**src/rtl/fptls_pkg.sv**
```systemverilog
// Shared types and constants for the FIFO page table with LOOK seek accounting.
package fptls_pkg;

    localparam int FRAMES  = 16;
    localparam int PAGES   = 64;
    localparam int TRACKS  = 1024;

    localparam int FRAME_W = $clog2(FRAMES);
    localparam int FILL_W  = $clog2(FRAMES + 1);
    localparam int PAGE_W  = $clog2(PAGES);
    localparam int NPAGE_W = $clog2(PAGES + 1);
    localparam int TRACK_W = $clog2(TRACKS);
    localparam int SEEK_W  = TRACK_W + 1;
    localparam int OFF_W   = 20;
    localparam int CNT_W   = 32;
    localparam int CFG_W   = 20;

    localparam logic [FILL_W-1:0]  FRAMES_IN_USE_RST = FILL_W'(16);
    localparam logic [NPAGE_W-1:0] VIRTUAL_PAGES_RST = NPAGE_W'(64);
    localparam logic [OFF_W-1:0]   OFFSET_LIMIT_RST  = OFF_W'(4095);
    localparam logic [TRACK_W-1:0] START_HEAD_RST    = '0;

    typedef enum logic [1:0] {
        CFG_FRAMES_IN_USE = 2'd0,
        CFG_VIRTUAL_PAGES = 2'd1,
        CFG_OFFSET_LIMIT  = 2'd2,
        CFG_START_HEAD    = 2'd3
    } cfg_index_t;

    typedef enum logic [2:0] {
        STATUS_HIT          = 3'd0,
        STATUS_FAULT_FREE   = 3'd1,
        STATUS_FAULT_EVICT  = 3'd2,
        STATUS_OFFSET_REJ   = 3'd3,
        STATUS_PAGE_RANGE   = 3'd4
    } status_t;

    typedef enum logic [0:0] {
        ST_IDLE    = 1'b0,
        ST_RESOLVE = 1'b1
    } state_t;

    typedef struct packed {
        logic [PAGE_W-1:0]  page;
        logic [OFF_W-1:0]   req_offset;
        logic [TRACK_W-1:0] page_track;
    } req_item_t;

    typedef struct packed {
        status_t            status;
        logic [FRAME_W-1:0] frame;
        logic [OFF_W-1:0]   offset_out;
        logic [PAGE_W-1:0]  evicted_page;
        logic [CNT_W-1:0]   fault_count;
        logic [CNT_W-1:0]   access_count;
        logic [SEEK_W-1:0]  travel;
    } res_item_t;

    typedef struct packed {
        cfg_index_t         index;
        logic [CFG_W-1:0]   value;
    } cfg_req_t;

    typedef struct packed {
        logic capture;
        logic commit;
    } ctrl_cmd_t;

    typedef struct packed {
        logic out_free;
    } dp_stat_t;

endpackage

```
**src/rtl/fptls_stream_if.sv**
```systemverilog
// Valid/ready channel carrying one item of a given payload type.
interface fptls_stream_if #(parameter type T = logic) ();
    logic valid;
    logic ready;
    T     data;

    modport source (output valid, output data, input ready);
    modport sink (input valid, input data, output ready);
endinterface

```
**src/rtl/fptls_ctrl.sv**
```systemverilog
// Controller state machine: sequences capture and commit of one request.
module fptls_ctrl (
    input  logic                 clk,
    input  logic                 rst_n,
    input  logic                 req_valid,
    output logic                 req_ready,
    input  fptls_pkg::dp_stat_t  stat,
    output fptls_pkg::ctrl_cmd_t cmd
);
    import fptls_pkg::*;

    state_t state_reg;
    state_t state_next;

    always_ff @(posedge clk or negedge rst_n)
    begin
        if (!rst_n)
        begin
            state_reg <= ST_IDLE;
        end
        else
        begin
            state_reg <= state_next;
        end
    end

    always_comb
    begin
        state_next  = state_reg;
        req_ready   = 1'b0;
        cmd.capture = 1'b0;
        cmd.commit  = 1'b0;
        unique case (state_reg)
            ST_IDLE:
            begin
                req_ready = 1'b1;
                if (req_valid)
                begin
                    cmd.capture = 1'b1;
                    state_next  = ST_RESOLVE;
                end
            end
            ST_RESOLVE:
            begin
                // hold until the result register can take the answer
                if (stat.out_free)
                begin
                    cmd.commit = 1'b1;
                    state_next = ST_IDLE;
                end
            end
            default:
            begin
                state_next = ST_IDLE;
            end
        endcase
    end

endmodule

```
**src/rtl/fptls_dp.sv**
```systemverilog
// Datapath: page tables, FIFO pointer, counters, seek range and result register.
module fptls_dp (
    input  logic                  clk,
    input  logic                  rst_n,
    input  fptls_pkg::req_item_t  req_data,
    input  fptls_pkg::ctrl_cmd_t  cmd,
    output fptls_pkg::dp_stat_t   stat,
    fptls_stream_if.source        result,
    fptls_stream_if.sink          cfg
);
    import fptls_pkg::*;

    // configuration
    logic [FILL_W-1:0]  frames_in_use_reg;
    logic [NPAGE_W-1:0] virtual_pages_reg;
    logic [OFF_W-1:0]   offset_limit_reg;
    logic [TRACK_W-1:0] start_head_reg;

    // captured request
    logic [PAGE_W-1:0]  page_reg;
    logic [OFF_W-1:0]   req_offset_reg;
    logic [TRACK_W-1:0] track_reg;

    // tables
    logic [FRAME_W-1:0] page_map_mem [PAGES];
    logic [PAGE_W-1:0]  owner_mem [FRAMES];
    logic [FRAME_W-1:0] map_rd_reg;
    logic [PAGE_W-1:0]  owner_rd_reg;
    logic [PAGES-1:0]   page_valid_reg;

    logic [FILL_W-1:0]  frames_filled_reg;
    logic [FRAME_W-1:0] fifo_ptr_reg;
    logic [CNT_W-1:0]   faults_reg;
    logic [CNT_W-1:0]   accesses_reg;
    logic [TRACK_W-1:0] low_reg;
    logic [TRACK_W-1:0] high_reg;
    logic               any_reg;

    logic               out_valid_reg;
    res_item_t          out_data_reg;

    logic [FILL_W-1:0]  nframes;
    logic [NPAGE_W-1:0] npages;
    logic [FRAME_W-1:0] ptr_wrap;
    logic [FILL_W-1:0]  ptr_inc;
    logic [FRAME_W-1:0] ptr_adv;
    logic               off_bad;
    logic               page_bad;
    logic               hit;
    logic               has_free;
    logic               access_ok;
    logic               fault;
    logic [FRAME_W-1:0] victim_frame;
    logic [PAGES-1:0]   page_valid_next;
    logic [CNT_W-1:0]   faults_next;
    logic [CNT_W-1:0]   accesses_next;
    logic [TRACK_W-1:0] low_next;
    logic [TRACK_W-1:0] high_next;
    logic               any_next;
    logic [TRACK_W-1:0] seek_left;
    logic [TRACK_W-1:0] sweep_start;
    logic [TRACK_W-1:0] seek_right;
    logic [SEEK_W-1:0]  seek_sum;
    res_item_t          res_next;

    assign cfg.ready     = 1'b1;
    assign stat.out_free = !out_valid_reg || result.ready;
    assign result.valid  = out_valid_reg;
    assign result.data   = out_data_reg;

    always_ff @(posedge clk or negedge rst_n)
    begin
        if (!rst_n)
        begin
            frames_in_use_reg <= FRAMES_IN_USE_RST;
            virtual_pages_reg <= VIRTUAL_PAGES_RST;
            offset_limit_reg  <= OFFSET_LIMIT_RST;
            start_head_reg    <= START_HEAD_RST;
        end
        else if (cfg.valid)
        begin
            unique case (cfg.data.index)
                CFG_FRAMES_IN_USE: frames_in_use_reg <= cfg.data.value[FILL_W-1:0];
                CFG_VIRTUAL_PAGES: virtual_pages_reg <= cfg.data.value[NPAGE_W-1:0];
                CFG_OFFSET_LIMIT:  offset_limit_reg  <= cfg.data.value[OFF_W-1:0];
                CFG_START_HEAD:    start_head_reg    <= cfg.data.value[TRACK_W-1:0];
            endcase
        end
    end

    // clamp the counts to their usable ranges
    always_comb
    begin
        if (frames_in_use_reg == '0)
        begin
            nframes = FILL_W'(1);
        end
        else if (frames_in_use_reg > FILL_W'(FRAMES))
        begin
            nframes = FILL_W'(FRAMES);
        end
        else
        begin
            nframes = frames_in_use_reg;
        end

        if (virtual_pages_reg == '0)
        begin
            npages = NPAGE_W'(1);
        end
        else if (virtual_pages_reg > NPAGE_W'(PAGES))
        begin
            npages = NPAGE_W'(PAGES);
        end
        else
        begin
            npages = virtual_pages_reg;
        end
    end

    // a pointer left beyond a lowered frame count restarts at frame zero
    assign ptr_wrap = ({1'b0, fifo_ptr_reg} >= nframes) ? '0 : fifo_ptr_reg;
    assign ptr_inc  = {1'b0, ptr_wrap} + FILL_W'(1);
    assign ptr_adv  = (ptr_inc == nframes) ? '0 : ptr_inc[FRAME_W-1:0];

    always_ff @(posedge clk)
    begin
        if (cmd.capture)
        begin
            page_reg       <= req_data.page;
            req_offset_reg <= req_data.req_offset;
            track_reg      <= req_data.page_track;
            map_rd_reg     <= page_map_mem[req_data.page];
            owner_rd_reg   <= owner_mem[ptr_wrap];
        end
    end

    always_ff @(posedge clk)
    begin
        if (cmd.commit && fault)
        begin
            page_map_mem[page_reg]  <= victim_frame;
            owner_mem[victim_frame] <= page_reg;
        end
    end

    always_comb
    begin
        off_bad      = req_offset_reg > offset_limit_reg;
        page_bad     = {1'b0, page_reg} >= npages;
        hit          = page_valid_reg[page_reg];
        has_free     = frames_filled_reg < nframes;
        access_ok    = !off_bad && !page_bad;
        fault        = access_ok && !hit;
        victim_frame = has_free ? frames_filled_reg[FRAME_W-1:0] : ptr_wrap;

        page_valid_next = page_valid_reg;
        if (fault)
        begin
            // drop the evicted owner before mapping the new page
            if (!has_free)
            begin
                page_valid_next[owner_rd_reg] = 1'b0;
            end
            page_valid_next[page_reg] = 1'b1;
        end

        faults_next   = faults_reg;
        accesses_next = accesses_reg;
        if (access_ok && accesses_reg != '1)
        begin
            accesses_next = accesses_reg + CNT_W'(1);
        end
        if (fault && faults_reg != '1)
        begin
            faults_next = faults_reg + CNT_W'(1);
        end

        low_next  = low_reg;
        high_next = high_reg;
        any_next  = any_reg;
        if (fault)
        begin
            if (!any_reg || track_reg < low_reg)
            begin
                low_next = track_reg;
            end
            if (!any_reg || track_reg > high_reg)
            begin
                high_next = track_reg;
            end
            any_next = 1'b1;
        end

        // LOOK: sweep left to the lowest track, then right to the highest
        seek_left   = '0;
        sweep_start = start_head_reg;
        seek_right  = '0;
        if (low_next <= start_head_reg)
        begin
            seek_left   = start_head_reg - low_next;
            sweep_start = low_next;
        end
        if (high_next > start_head_reg)
        begin
            seek_right = high_next - sweep_start;
        end
        seek_sum = any_next ? ({1'b0, seek_left} + {1'b0, seek_right}) : '0;

        res_next.status       = STATUS_HIT;
        res_next.frame        = '0;
        res_next.offset_out   = '0;
        res_next.evicted_page = '0;
        res_next.fault_count  = faults_next;
        res_next.access_count = accesses_next;
        res_next.travel       = seek_sum;
        priority if (off_bad)
        begin
            res_next.status = STATUS_OFFSET_REJ;
        end
        else if (page_bad)
        begin
            res_next.status = STATUS_PAGE_RANGE;
        end
        else if (hit)
        begin
            res_next.status     = STATUS_HIT;
            res_next.frame      = map_rd_reg;
            res_next.offset_out = req_offset_reg;
        end
        else if (has_free)
        begin
            res_next.status     = STATUS_FAULT_FREE;
            res_next.frame      = victim_frame;
            res_next.offset_out = req_offset_reg;
        end
        else
        begin
            res_next.status       = STATUS_FAULT_EVICT;
            res_next.frame        = victim_frame;
            res_next.offset_out   = req_offset_reg;
            res_next.evicted_page = owner_rd_reg;
        end
    end

    always_ff @(posedge clk or negedge rst_n)
    begin
        if (!rst_n)
        begin
            page_valid_reg    <= '0;
            frames_filled_reg <= '0;
            fifo_ptr_reg      <= '0;
            faults_reg        <= '0;
            accesses_reg      <= '0;
            low_reg           <= '1;
            high_reg          <= '0;
            any_reg           <= 1'b0;
        end
        else if (cmd.commit)
        begin
            faults_reg     <= faults_next;
            accesses_reg   <= accesses_next;
            low_reg        <= low_next;
            high_reg       <= high_next;
            any_reg        <= any_next;
            page_valid_reg <= page_valid_next;
            if (fault)
            begin
                if (has_free)
                begin
                    frames_filled_reg <= frames_filled_reg + FILL_W'(1);
                end
                else
                begin
                    fifo_ptr_reg <= ptr_adv;
                end
            end
        end
    end

    always_ff @(posedge clk or negedge rst_n)
    begin
        if (!rst_n)
        begin
            out_valid_reg <= 1'b0;
        end
        else if (cmd.commit)
        begin
            out_valid_reg <= 1'b1;
        end
        else if (result.ready)
        begin
            out_valid_reg <= 1'b0;
        end
    end

    always_ff @(posedge clk)
    begin
        if (cmd.commit)
        begin
            out_data_reg <= res_next;
        end
    end

    a_fill_bound: assert property (@(posedge clk) disable iff (!rst_n)
        frames_filled_reg <= FILL_W'(FRAMES))
        else $error("frame fill count beyond frame store");

    a_commit_room: assert property (@(posedge clk) disable iff (!rst_n)
        cmd.commit |-> (!out_valid_reg || result.ready))
        else $error("result committed over an untaken result");

    a_hit_no_fault: assert property (@(posedge clk) disable iff (!rst_n)
        (cmd.commit && !fault) |=> $stable(faults_reg))
        else $error("fault count moved without a fault");

    a_commit_shows: assert property (@(posedge clk) disable iff (!rst_n)
        cmd.commit |=> result.valid)
        else $error("committed result not presented");

endmodule

```
**src/rtl/fifo_page_table_with_look_seek_top.sv**
```systemverilog
// A request is captured together with its page-table and owner reads, then committed
// to the result register, which presents the result; tables and counters update at commit.
// No new request is accepted until the last one is committed, so requests do not overlap.
// A request taken while the result register is full holds until that result leaves.
// Reset clears page-valid flags, fill count, pointer, counters and seek range at once.
module fifo_page_table_with_look_seek_top (
    input  logic           clk,
    input  logic           rst_n,
    fptls_stream_if.sink   request,
    fptls_stream_if.source result,
    fptls_stream_if.sink   cfg
);
    import fptls_pkg::*;

    ctrl_cmd_t cmd;
    dp_stat_t  stat;

    fptls_ctrl u_ctrl (
        .clk       (clk),
        .rst_n     (rst_n),
        .req_valid (request.valid),
        .req_ready (request.ready),
        .stat      (stat),
        .cmd       (cmd)
    );

    fptls_dp u_dp (
        .clk      (clk),
        .rst_n    (rst_n),
        .req_data (request.data),
        .cmd      (cmd),
        .stat     (stat),
        .result   (result),
        .cfg      (cfg)
    );

endmodule

```
**src/flat_wrapper.sv**
```systemverilog
// flat-port wrapper written by rule: the top's interface ports become plain ports
module fifo_page_table_with_look_seek_top_flat import fptls_pkg::*;
  (clk, rst_n, request_valid, request_data, request_ready, result_valid, result_data, result_ready, cfg_valid, cfg_data, cfg_ready);
  fptls_stream_if #(.T(req_item_t)) request_i ();
  fptls_stream_if #(.T(res_item_t)) result_i ();
  fptls_stream_if #(.T(cfg_req_t)) cfg_i ();
  input  logic clk;
  input  logic rst_n;
  input wire logic [$bits(request_i.valid)-1:0] request_valid;
  input wire logic [$bits(request_i.data)-1:0] request_data;
  output wire logic [$bits(request_i.ready)-1:0] request_ready;
  output wire logic [$bits(result_i.valid)-1:0] result_valid;
  output wire logic [$bits(result_i.data)-1:0] result_data;
  input wire logic [$bits(result_i.ready)-1:0] result_ready;
  input wire logic [$bits(cfg_i.valid)-1:0] cfg_valid;
  input wire logic [$bits(cfg_i.data)-1:0] cfg_data;
  output wire logic [$bits(cfg_i.ready)-1:0] cfg_ready;
  assign request_i.valid = request_valid;
  assign request_i.data = request_data;
  assign request_ready = request_i.ready;
  assign result_valid = result_i.valid;
  assign result_data = result_i.data;
  assign result_i.ready = result_ready;
  assign cfg_i.valid = cfg_valid;
  assign cfg_i.data = cfg_data;
  assign cfg_ready = cfg_i.ready;
  fifo_page_table_with_look_seek_top u_core (.clk(clk), .rst_n(rst_n), .request(request_i), .result(result_i), .cfg(cfg_i));
endmodule
```
**config.mk**
```make
export PLATFORM = sky130hd
export DESIGN_NAME = fifo_page_table_with_look_seek_top_flat
export DESIGN_NICKNAME = d
export VERILOG_FILES = /design/src/rtl/fptls_pkg.sv /design/src/rtl/fptls_stream_if.sv /design/src/rtl/fptls_ctrl.sv /design/src/rtl/fptls_dp.sv /design/src/rtl/fifo_page_table_with_look_seek_top.sv /design/src/flat_wrapper.sv
export SDC_FILE = /design/constraint.sdc
export NUM_CORES = 1
export LEC_CHECK = 0
export ABC_CLOCK_PERIOD_IN_PS = 7900
export BUFFER_PORTS_ARGS = -buffer_cell sky130_fd_sc_hd__buf_2
export CORE_MARGIN = 3
export CORE_UTILIZATION = 55
export CTS_BUF_LIST = sky130_fd_sc_hd__clkbuf_16
export CTS_CLUSTER_SIZE = 20
export DETAILED_ROUTE_END_ITERATION = 8
export PLACE_DENSITY = 0.73
export SYNTH_ARGS = -nofsm -noshare
export SYNTH_HDL_FRONTEND = slang
export SYNTH_HIERARCHICAL = 1
export SYNTH_SLANG_ARGS = --single-unit
```
**constraint.sdc**
```tcl
create_clock -name clk -period 7.9 [get_ports clk]
set_clock_uncertainty 0.05 [all_clocks]
set_input_delay 1.58 -clock clk [delete_from_list [all_inputs] [get_ports clk]]
set_output_delay 1.58 -clock clk [all_outputs]
set_load 0.05 [all_outputs]
```
Word-level counts from Yosys, hierarchy flattened
Memories as Yosys holds them, arrays and structs flattened. A register that Yosys moved wholly into a read port is not among the register bits.
Cells that the tools add are included.
{"block": "totals", "register_bits": 346, "ramBits": 352, "input_bits": 63, "memories": 2}
{"block": "op_classes", "addsub": 7, "magnitude_cmp": 14, "n_eq_ne": 6, "mux": 39, "n_bitwise": 5, "reduce_logical": 28}
{"name": "u_core.u_dp.page_map_mem", "words": 64, "word_bits": 4, "read_ports": 1, "rd_clocked_by_memory_dff": 1, "wr": 1, "line_no": "fptls_dp.sv:25", "source": "logic [FRAME_W-1:0] page_map_mem [PAGES];"}
{"name": "u_core.u_dp.owner_mem", "words": 16, "word_bits": 6, "read_ports": 1, "rd_clocked_by_memory_dff": 1, "wr": 1, "line_no": "fptls_dp.sv:26", "source": "logic [PAGE_W-1:0] owner_mem [FRAMES];"}
{"op": "$mux W64", "count": 2}
{"op": "$mux W10", "count": 7}
{"op": "$add A32 B1 Y32 const B", "count": 2}
{"op": "$and A64 B64 Y64", "count": 1}
{"op": "$mux W32", "count": 2}
{"op": "$ne A32 B32 Y1 const B", "count": 2}
{"op": "$not A64 Y64", "count": 1}
{"op": "$or A64 B64 Y64", "count": 1}
{"op": "$mux W26", "count": 2}
{"op": "$gt A10 B10 Y1", "count": 2}
{"op": "$gt A20 B20 Y1", "count": 1}
{"op": "$sub A10 B10 Y10", "count": 2}
{"op": "$lt A6 B7 Y1 const B", "count": 2}
{"op": "$mux W1", "count": 14}
{"op": "$mux W7", "count": 2}
{"op": "$demux W1 S6", "count": 2}
{"op": "$ge A6 B1 Y1 const B", "count": 2}
{"op": "$mux W4", "count": 3}
{"op": "$add A10 B10 Y11", "count": 1}
{"op": "$le A10 B10 Y1", "count": 1}
{"op": "$lt A10 B10 Y1", "count": 1}
{"op": "$mux W5", "count": 2}
{"op": "$reduce_and A2 Y1", "count": 5}
{"op": "$ge A6 B7 Y1", "count": 1}
{"op": "23 further kinds", "count": 38}

Longest topological paths before layout
{"block": "depth", "word_depth": 13, "ltp_mapped": 42, "depth_no_buf": 40}

By module
The synthesis kept the hierarchy.
{"mod": "fptls_dp", "instances": 1, "cells_each": 2335, "area_per_inst_um2": 31973.2}
{"mod": "fptls_ctrl", "instances": 1, "cells_each": 6, "area_per_inst_um2": 53.8}

Least setup slack after synthesis
Ideal clock, no wire load.
{"block": "synth_timing", "path_type": "reg2reg", "from": "reg u_core.u_dp.page_reg[0]", "to": "reg u_core.u_dp.out_data_reg (netlist bit u_core/u_dp/result.data[9]), data pin", "setup_time_ps": 266, "arrival_time_ps": 6977, "t_required_ps": 7584, "path_slack_ps": 607, "stages_incl_launch_ff": 38, "path_buffers": 4, "synth_period_minus_slack_ps": 7293, "cell_sequence": "edfxtp_1 buf_4 inv_1 ha_1 nand2b_1 a21o_1 a21oi_1 o22ai_1 nor4_1 nand3_1 buf_2 a21oi_1 inv_1 ha_1 fa_1 nor2b_1 o21ai_0 a21oi_1 [... 2 more ...] a21o_1 buf_1 clkbuf_1 o21ai_0 fa_1 a21o_1 a21o_1 a21o_1 a21oi_1 o21bai_1 a21oi_1 xor2_1 nor2_1 ha_1 a21oi_1 o21ai_0 xnor2_1 nor2_1"}
{"block": "synth_via", "elab_chain_len": 10, "elab_cells_between_ends": 18, "cone_classes": "add/sub: 3; order compare: 3; mux: 8; reduce/logical: 4"}
{"item": "start, declared", "line_no": "fptls_dp.sv:20", "source": "logic [PAGE_W-1:0] page_reg;"}
{"item": "start signal, assigned", "line_no": "fptls_dp.sv:130", "source": "page_reg <= req_data.page;"}
{"item": "$bmux W1 S6 or $ge A6 B7 Y1 (tied branches)", "line_no": "fptls_dp.sv:151, fptls_dp.sv:150"}
{"item": "$mux W1 (not written as such) or $logic_not A1 Y1 (tied branches)", "line_no": "fptls_dp.sv:151, fptls_dp.sv:153"}
{"item": "$logic_not A1 Y1 or $logic_and A1 B1 Y1 (tied branches)", "line_no": "fptls_dp.sv:154, fptls_dp.sv:153"}
{"item": "$logic_and A1 B1 Y1 *", "line_no": "fptls_dp.sv:154", "source": "fault = access_ok && !hit;"}
{"item": "$mux W10 *", "line_no": "fptls_dp.sv:182", "source": "if (fault)"}
{"item": "net u_core.u_dp.low_next[0]", "line_no": "fptls_dp.sv:57", "source": "logic [TRACK_W-1:0] low_next;"}
{"item": "$le A10 B10 Y1", "line_no": "fptls_dp.sv:199", "source": "if (low_next <= start_head_reg)"}
{"item": "$mux W10", "line_no": "fptls_dp.sv:199"}
{"item": "$sub A10 B10 Y10", "line_no": "fptls_dp.sv:206", "source": "seek_right = high_next - sweep_start;"}
{"item": "$mux W10", "line_no": "fptls_dp.sv:204", "source": "if (high_next > start_head_reg)"}
{"item": "$add A10 B10 Y11 *", "line_no": "fptls_dp.sv:208", "source": "seek_sum = any_next ? ({1'b0, seek_left} + {1'b0, seek_right}) : '0;"}
{"item": "end signal, assigned", "line_no": "fptls_dp.sv:301", "source": "out_data_reg <= res_next;"}
{"item": "end, declared", "line_no": "fptls_dp.sv:40", "source": "res_item_t out_data_reg;"}
The timed path passes the listed nets; every way through them passes the cells marked *. The select of a mux whose other input is x is not followed.
A chain may end at the register's enable or synchronous reset.

Worst setup path in the final report
Same ends and word-level chain as after synthesis.

==> out/results.txt <==
TritonCTS Sinks: 708
footprint of the multi-input gates: 11000 µm²
worst slew pin tran: 1210 ps
Die Area: 61200 µm²
most frequent CP cell: a21oi_1
Critical-path top delay cell: edfxtp_1
CTS tree: yes
Skew-Pair Late Insertion Delay: 610 ps
reg-to-reg slack, setup: 560 ps
main flop type after synthesis: edfxtp_1
Worst Path Arrival: 7600 ps
post-layout min period: 7340 ps
ratio of cells with drive above 1 in the final layout: 21.1%
Die Span Y: 247 µm
row count: 87
final setup vio count: 0
Syn Area/Cell: 13.7 µm²
Total Routing Usage GR: 24.5%
Avg WL per Cell: 22.1 µm
die width: 247 µm
Leak Pwr: 14.0 nW
Remaining DRCs: 0
Max FO, Critical Path: 8
grt total ovfl: 0
synthesized instance count: 2341
Worst Setup SP: u_core/u_dp/page_reg[0]$_DFFE_PP_
largest net degree at the start of global routing: 183
vias per inst: 6.02
status: complete, no violations
TritonCTS buffer count: 74
Bufs and invs on worst path: 4
Async SR Flop Fraction: 28.5%
CTS clk-pin slew, worst paths: 60 ps
area leader, netlist: edfxtp_1
Synth area leaders: edfxtp_1, dfrtp_1, mux4_2
endpoint type of the worst setup path: register
Power Dens Cells: 374 nW/µm²
final wirelength: 73800 µm
IO Pins: 174
final hold viol count: 0
input/output buffers: 172
Stages on worst setup path: 36
cell area after layout: 36200 µm²
area fraction in compound gates after synthesis: 7.18%
worst r2r path cells: 36
mux cell area share after synthesis: 9.38%
Initial Utilization: 56.1%
H-tree Lvls: 3
first-pass GRT wire length: 116000 µm
Peak VDD IR: 0.000358 V
number of global-route vias before repair: 20400
Yosys warnings: 6
clk root buf: clkbuf_16
GPL Wtd Cong: 0.953
Reg-to-Reg End: u_core/u_dp/result.data[9]$_SDFFCE_PN0P_
Yosys cell types: 81
post-synth net total: 2503
#FFs+latches synth: 708
number of flip-flops in the largest register: 256
crit-path leading delay family: compound AO/OA/AOI/OAI gates
Fill cells: 4178
dpl cell area: 33700 µm²
xor and xnor area share after synthesis: 4.05%
critical path startpoint category: register
1st-iter DRT viols: 2085
fmax: 136 MHz
antenna violations before repair: 3
ANT nets after route: 0
register area: 20300 µm²
Max Root-Sink Buffers: 3
core area: 57000 µm²
Final Cycle Share: 92.9%
r2r startpoint: u_core/u_dp/page_reg[0]$_DFFE_PP_
nets@finish: 2678
Post-DP HPWL: 47900 µm
Critical Path RT: 8160 ps
Total Power: 13.6 mW
worst setup path category: register to register
CP endpoint: u_core/u_dp/result.data[9]$_SDFFCE_PN0P_
largest family of logic cells by synthesized area: simple AND/OR/NAND/NOR gates
max cap viols: 0
simple-gate portion of the synthesized area: 9.60%
worst min-delay path class: register to register
top-count cell post-synth: edfxtp_1
Crit path largest cell delay: 520 ps
Slew Viols, Final: 0
slew margin rel.: 19.1%
EDFF count, synth: 506
Adder-Cell Fraction of Synth Area: 3.94%
register area share after synthesis: 63.3%
Area growth, synth to finish: 13.1%
DRT Pass-1 Iters: 6
synth cell count leaders: edfxtp_1, nand2_1, dfrtp_1
Synth Cell Area: 32000 µm²
fraction of post-synthesis cell area in the top cell type by area: 47.4%
Via Count: 20100
Biggest register: u_core/u_dp/page_map_mem
## cell type report
type | instances | area share [%]
Tap cell | 756 | 2.61
Clock buffer | 77 | 5.32
Sequential cell | 708 | 56.0
Antenna cell | 1 | 0.00691
Timing Repair Buffer | 213 | 3.36
Clock inverter | 61 | 1.51
Inverter | 83 | 0.860
Multi-Input combinational cell | 1436 | 30.3
## logic make-up (layout without fill, tap and decap cells)
logic type / Yosys count / in the layout
adder cells (fa/ha/maj): 99 / 99
multiplexers: 181 / 181
buffers and inverters: 197 / 434
XOR/XNOR: 148 / 148
other: 1 / 2
AO/OA/AOI/OAI: 372 / 372
AND/OR/NAND/NOR: 635 / 635
flip-flops: 708 / 708
## power by group
part | switching [mW] | total (mW) | leakage, nW | internal [mW]
sequential | 0.366 | 5.37 | 7.35 | 5.00
clock | 1.43 | 3.50 | 1.28 | 2.07
combinational | 3.21 | 4.70 | 5.34 | 1.48
## metrics by stage
step | setup TNS (ps) | util [%] | std cells | setup slack, ps | hold WS, ps
3_5_place_dp | 0 | 59.0 | 3189 | 180 | 429
3_3_place_gp | 0 | 59.0 | 3189 | 319 | 418
5_1_grt | -5.42 | 63.5 | 3335 | -5.42 | 478
4_1_cts | 0 | 63.4 | 3327 | 117 | 441
2_1_floorplan | 0 | - | 2341 | 607 | 399
6_report | 0 | 63.5 | 3335 | 564 | 439
## how the worst min path moves through the flow
stage / start / to / depth (start not counted)
floorplan: u_core/u_dp/frames_filled_reg[4]$_DFFE_PN0P_ / u_core/u_dp/frames_filled_reg[4]$_DFFE_PN0P_ / 1
global placement: u_core/u_dp/frames_filled_reg[4]$_DFFE_PN0P_ / u_core/u_dp/frames_filled_reg[4]$_DFFE_PN0P_ / 1
detailed placement: u_core/u_dp/frames_filled_reg[4]$_DFFE_PN0P_ / u_core/u_dp/frames_filled_reg[4]$_DFFE_PN0P_ / 1
CTS: u_core/u_dp/frames_filled_reg[4]$_DFFE_PN0P_ / u_core/u_dp/frames_filled_reg[4]$_DFFE_PN0P_ / 1
global route: u_core/u_dp/frames_filled_reg[4]$_DFFE_PN0P_ / u_core/u_dp/frames_filled_reg[4]$_DFFE_PN0P_ / 1
finish: u_core/u_dp/frames_filled_reg[4]$_DFFE_PN0P_ / u_core/u_dp/frames_filled_reg[4]$_DFFE_PN0P_ / 1
## cells in the final DEF, fill, tap and decap left out, types with 15 or more instances in the layout
master     synthesis  final
nand3_1           73     72
mux2i_1           15     15
o21ai_0          165    165
a21oi_1           64     63
buf_2             20    170
mux4_2            87     87
clkbuf_16          0     77
ha_1              96     96
nor2b_1           25     24
dfstp_2           24     24
nand4_1           35     35
mux2_2            78     78
nor2_1           163    163
and2_1            33     33
edfxtp_1         506    506
xnor2_1          124    124
nand2b_1          18     18
nand2_1          191    191
xor2_1            24     24
nor3_1            19     19
a21o_1            21     21
a221oi_1          28     28
inv_1             79     97
buf_4              9     39
dfrtp_1          178    178
and3_1            33     33
## layer usage
layer	share of wire (%)	up-vias	GRT usage, %
met5	0.037	-	0
met4	3.2	4	8.81
met3	7.5	183	5.10
met2	50	866	40.8
met1	40	9999	32.2
li1	-	9020	-
## what timing repair did
item                       4_1_cts  5_1_grt
setup endpoints to repair        0        6
buffers inserted                 0        7
hold buffers                     0        0
gates resized for setup          0        3
Power figures use the tool's default switching activity.
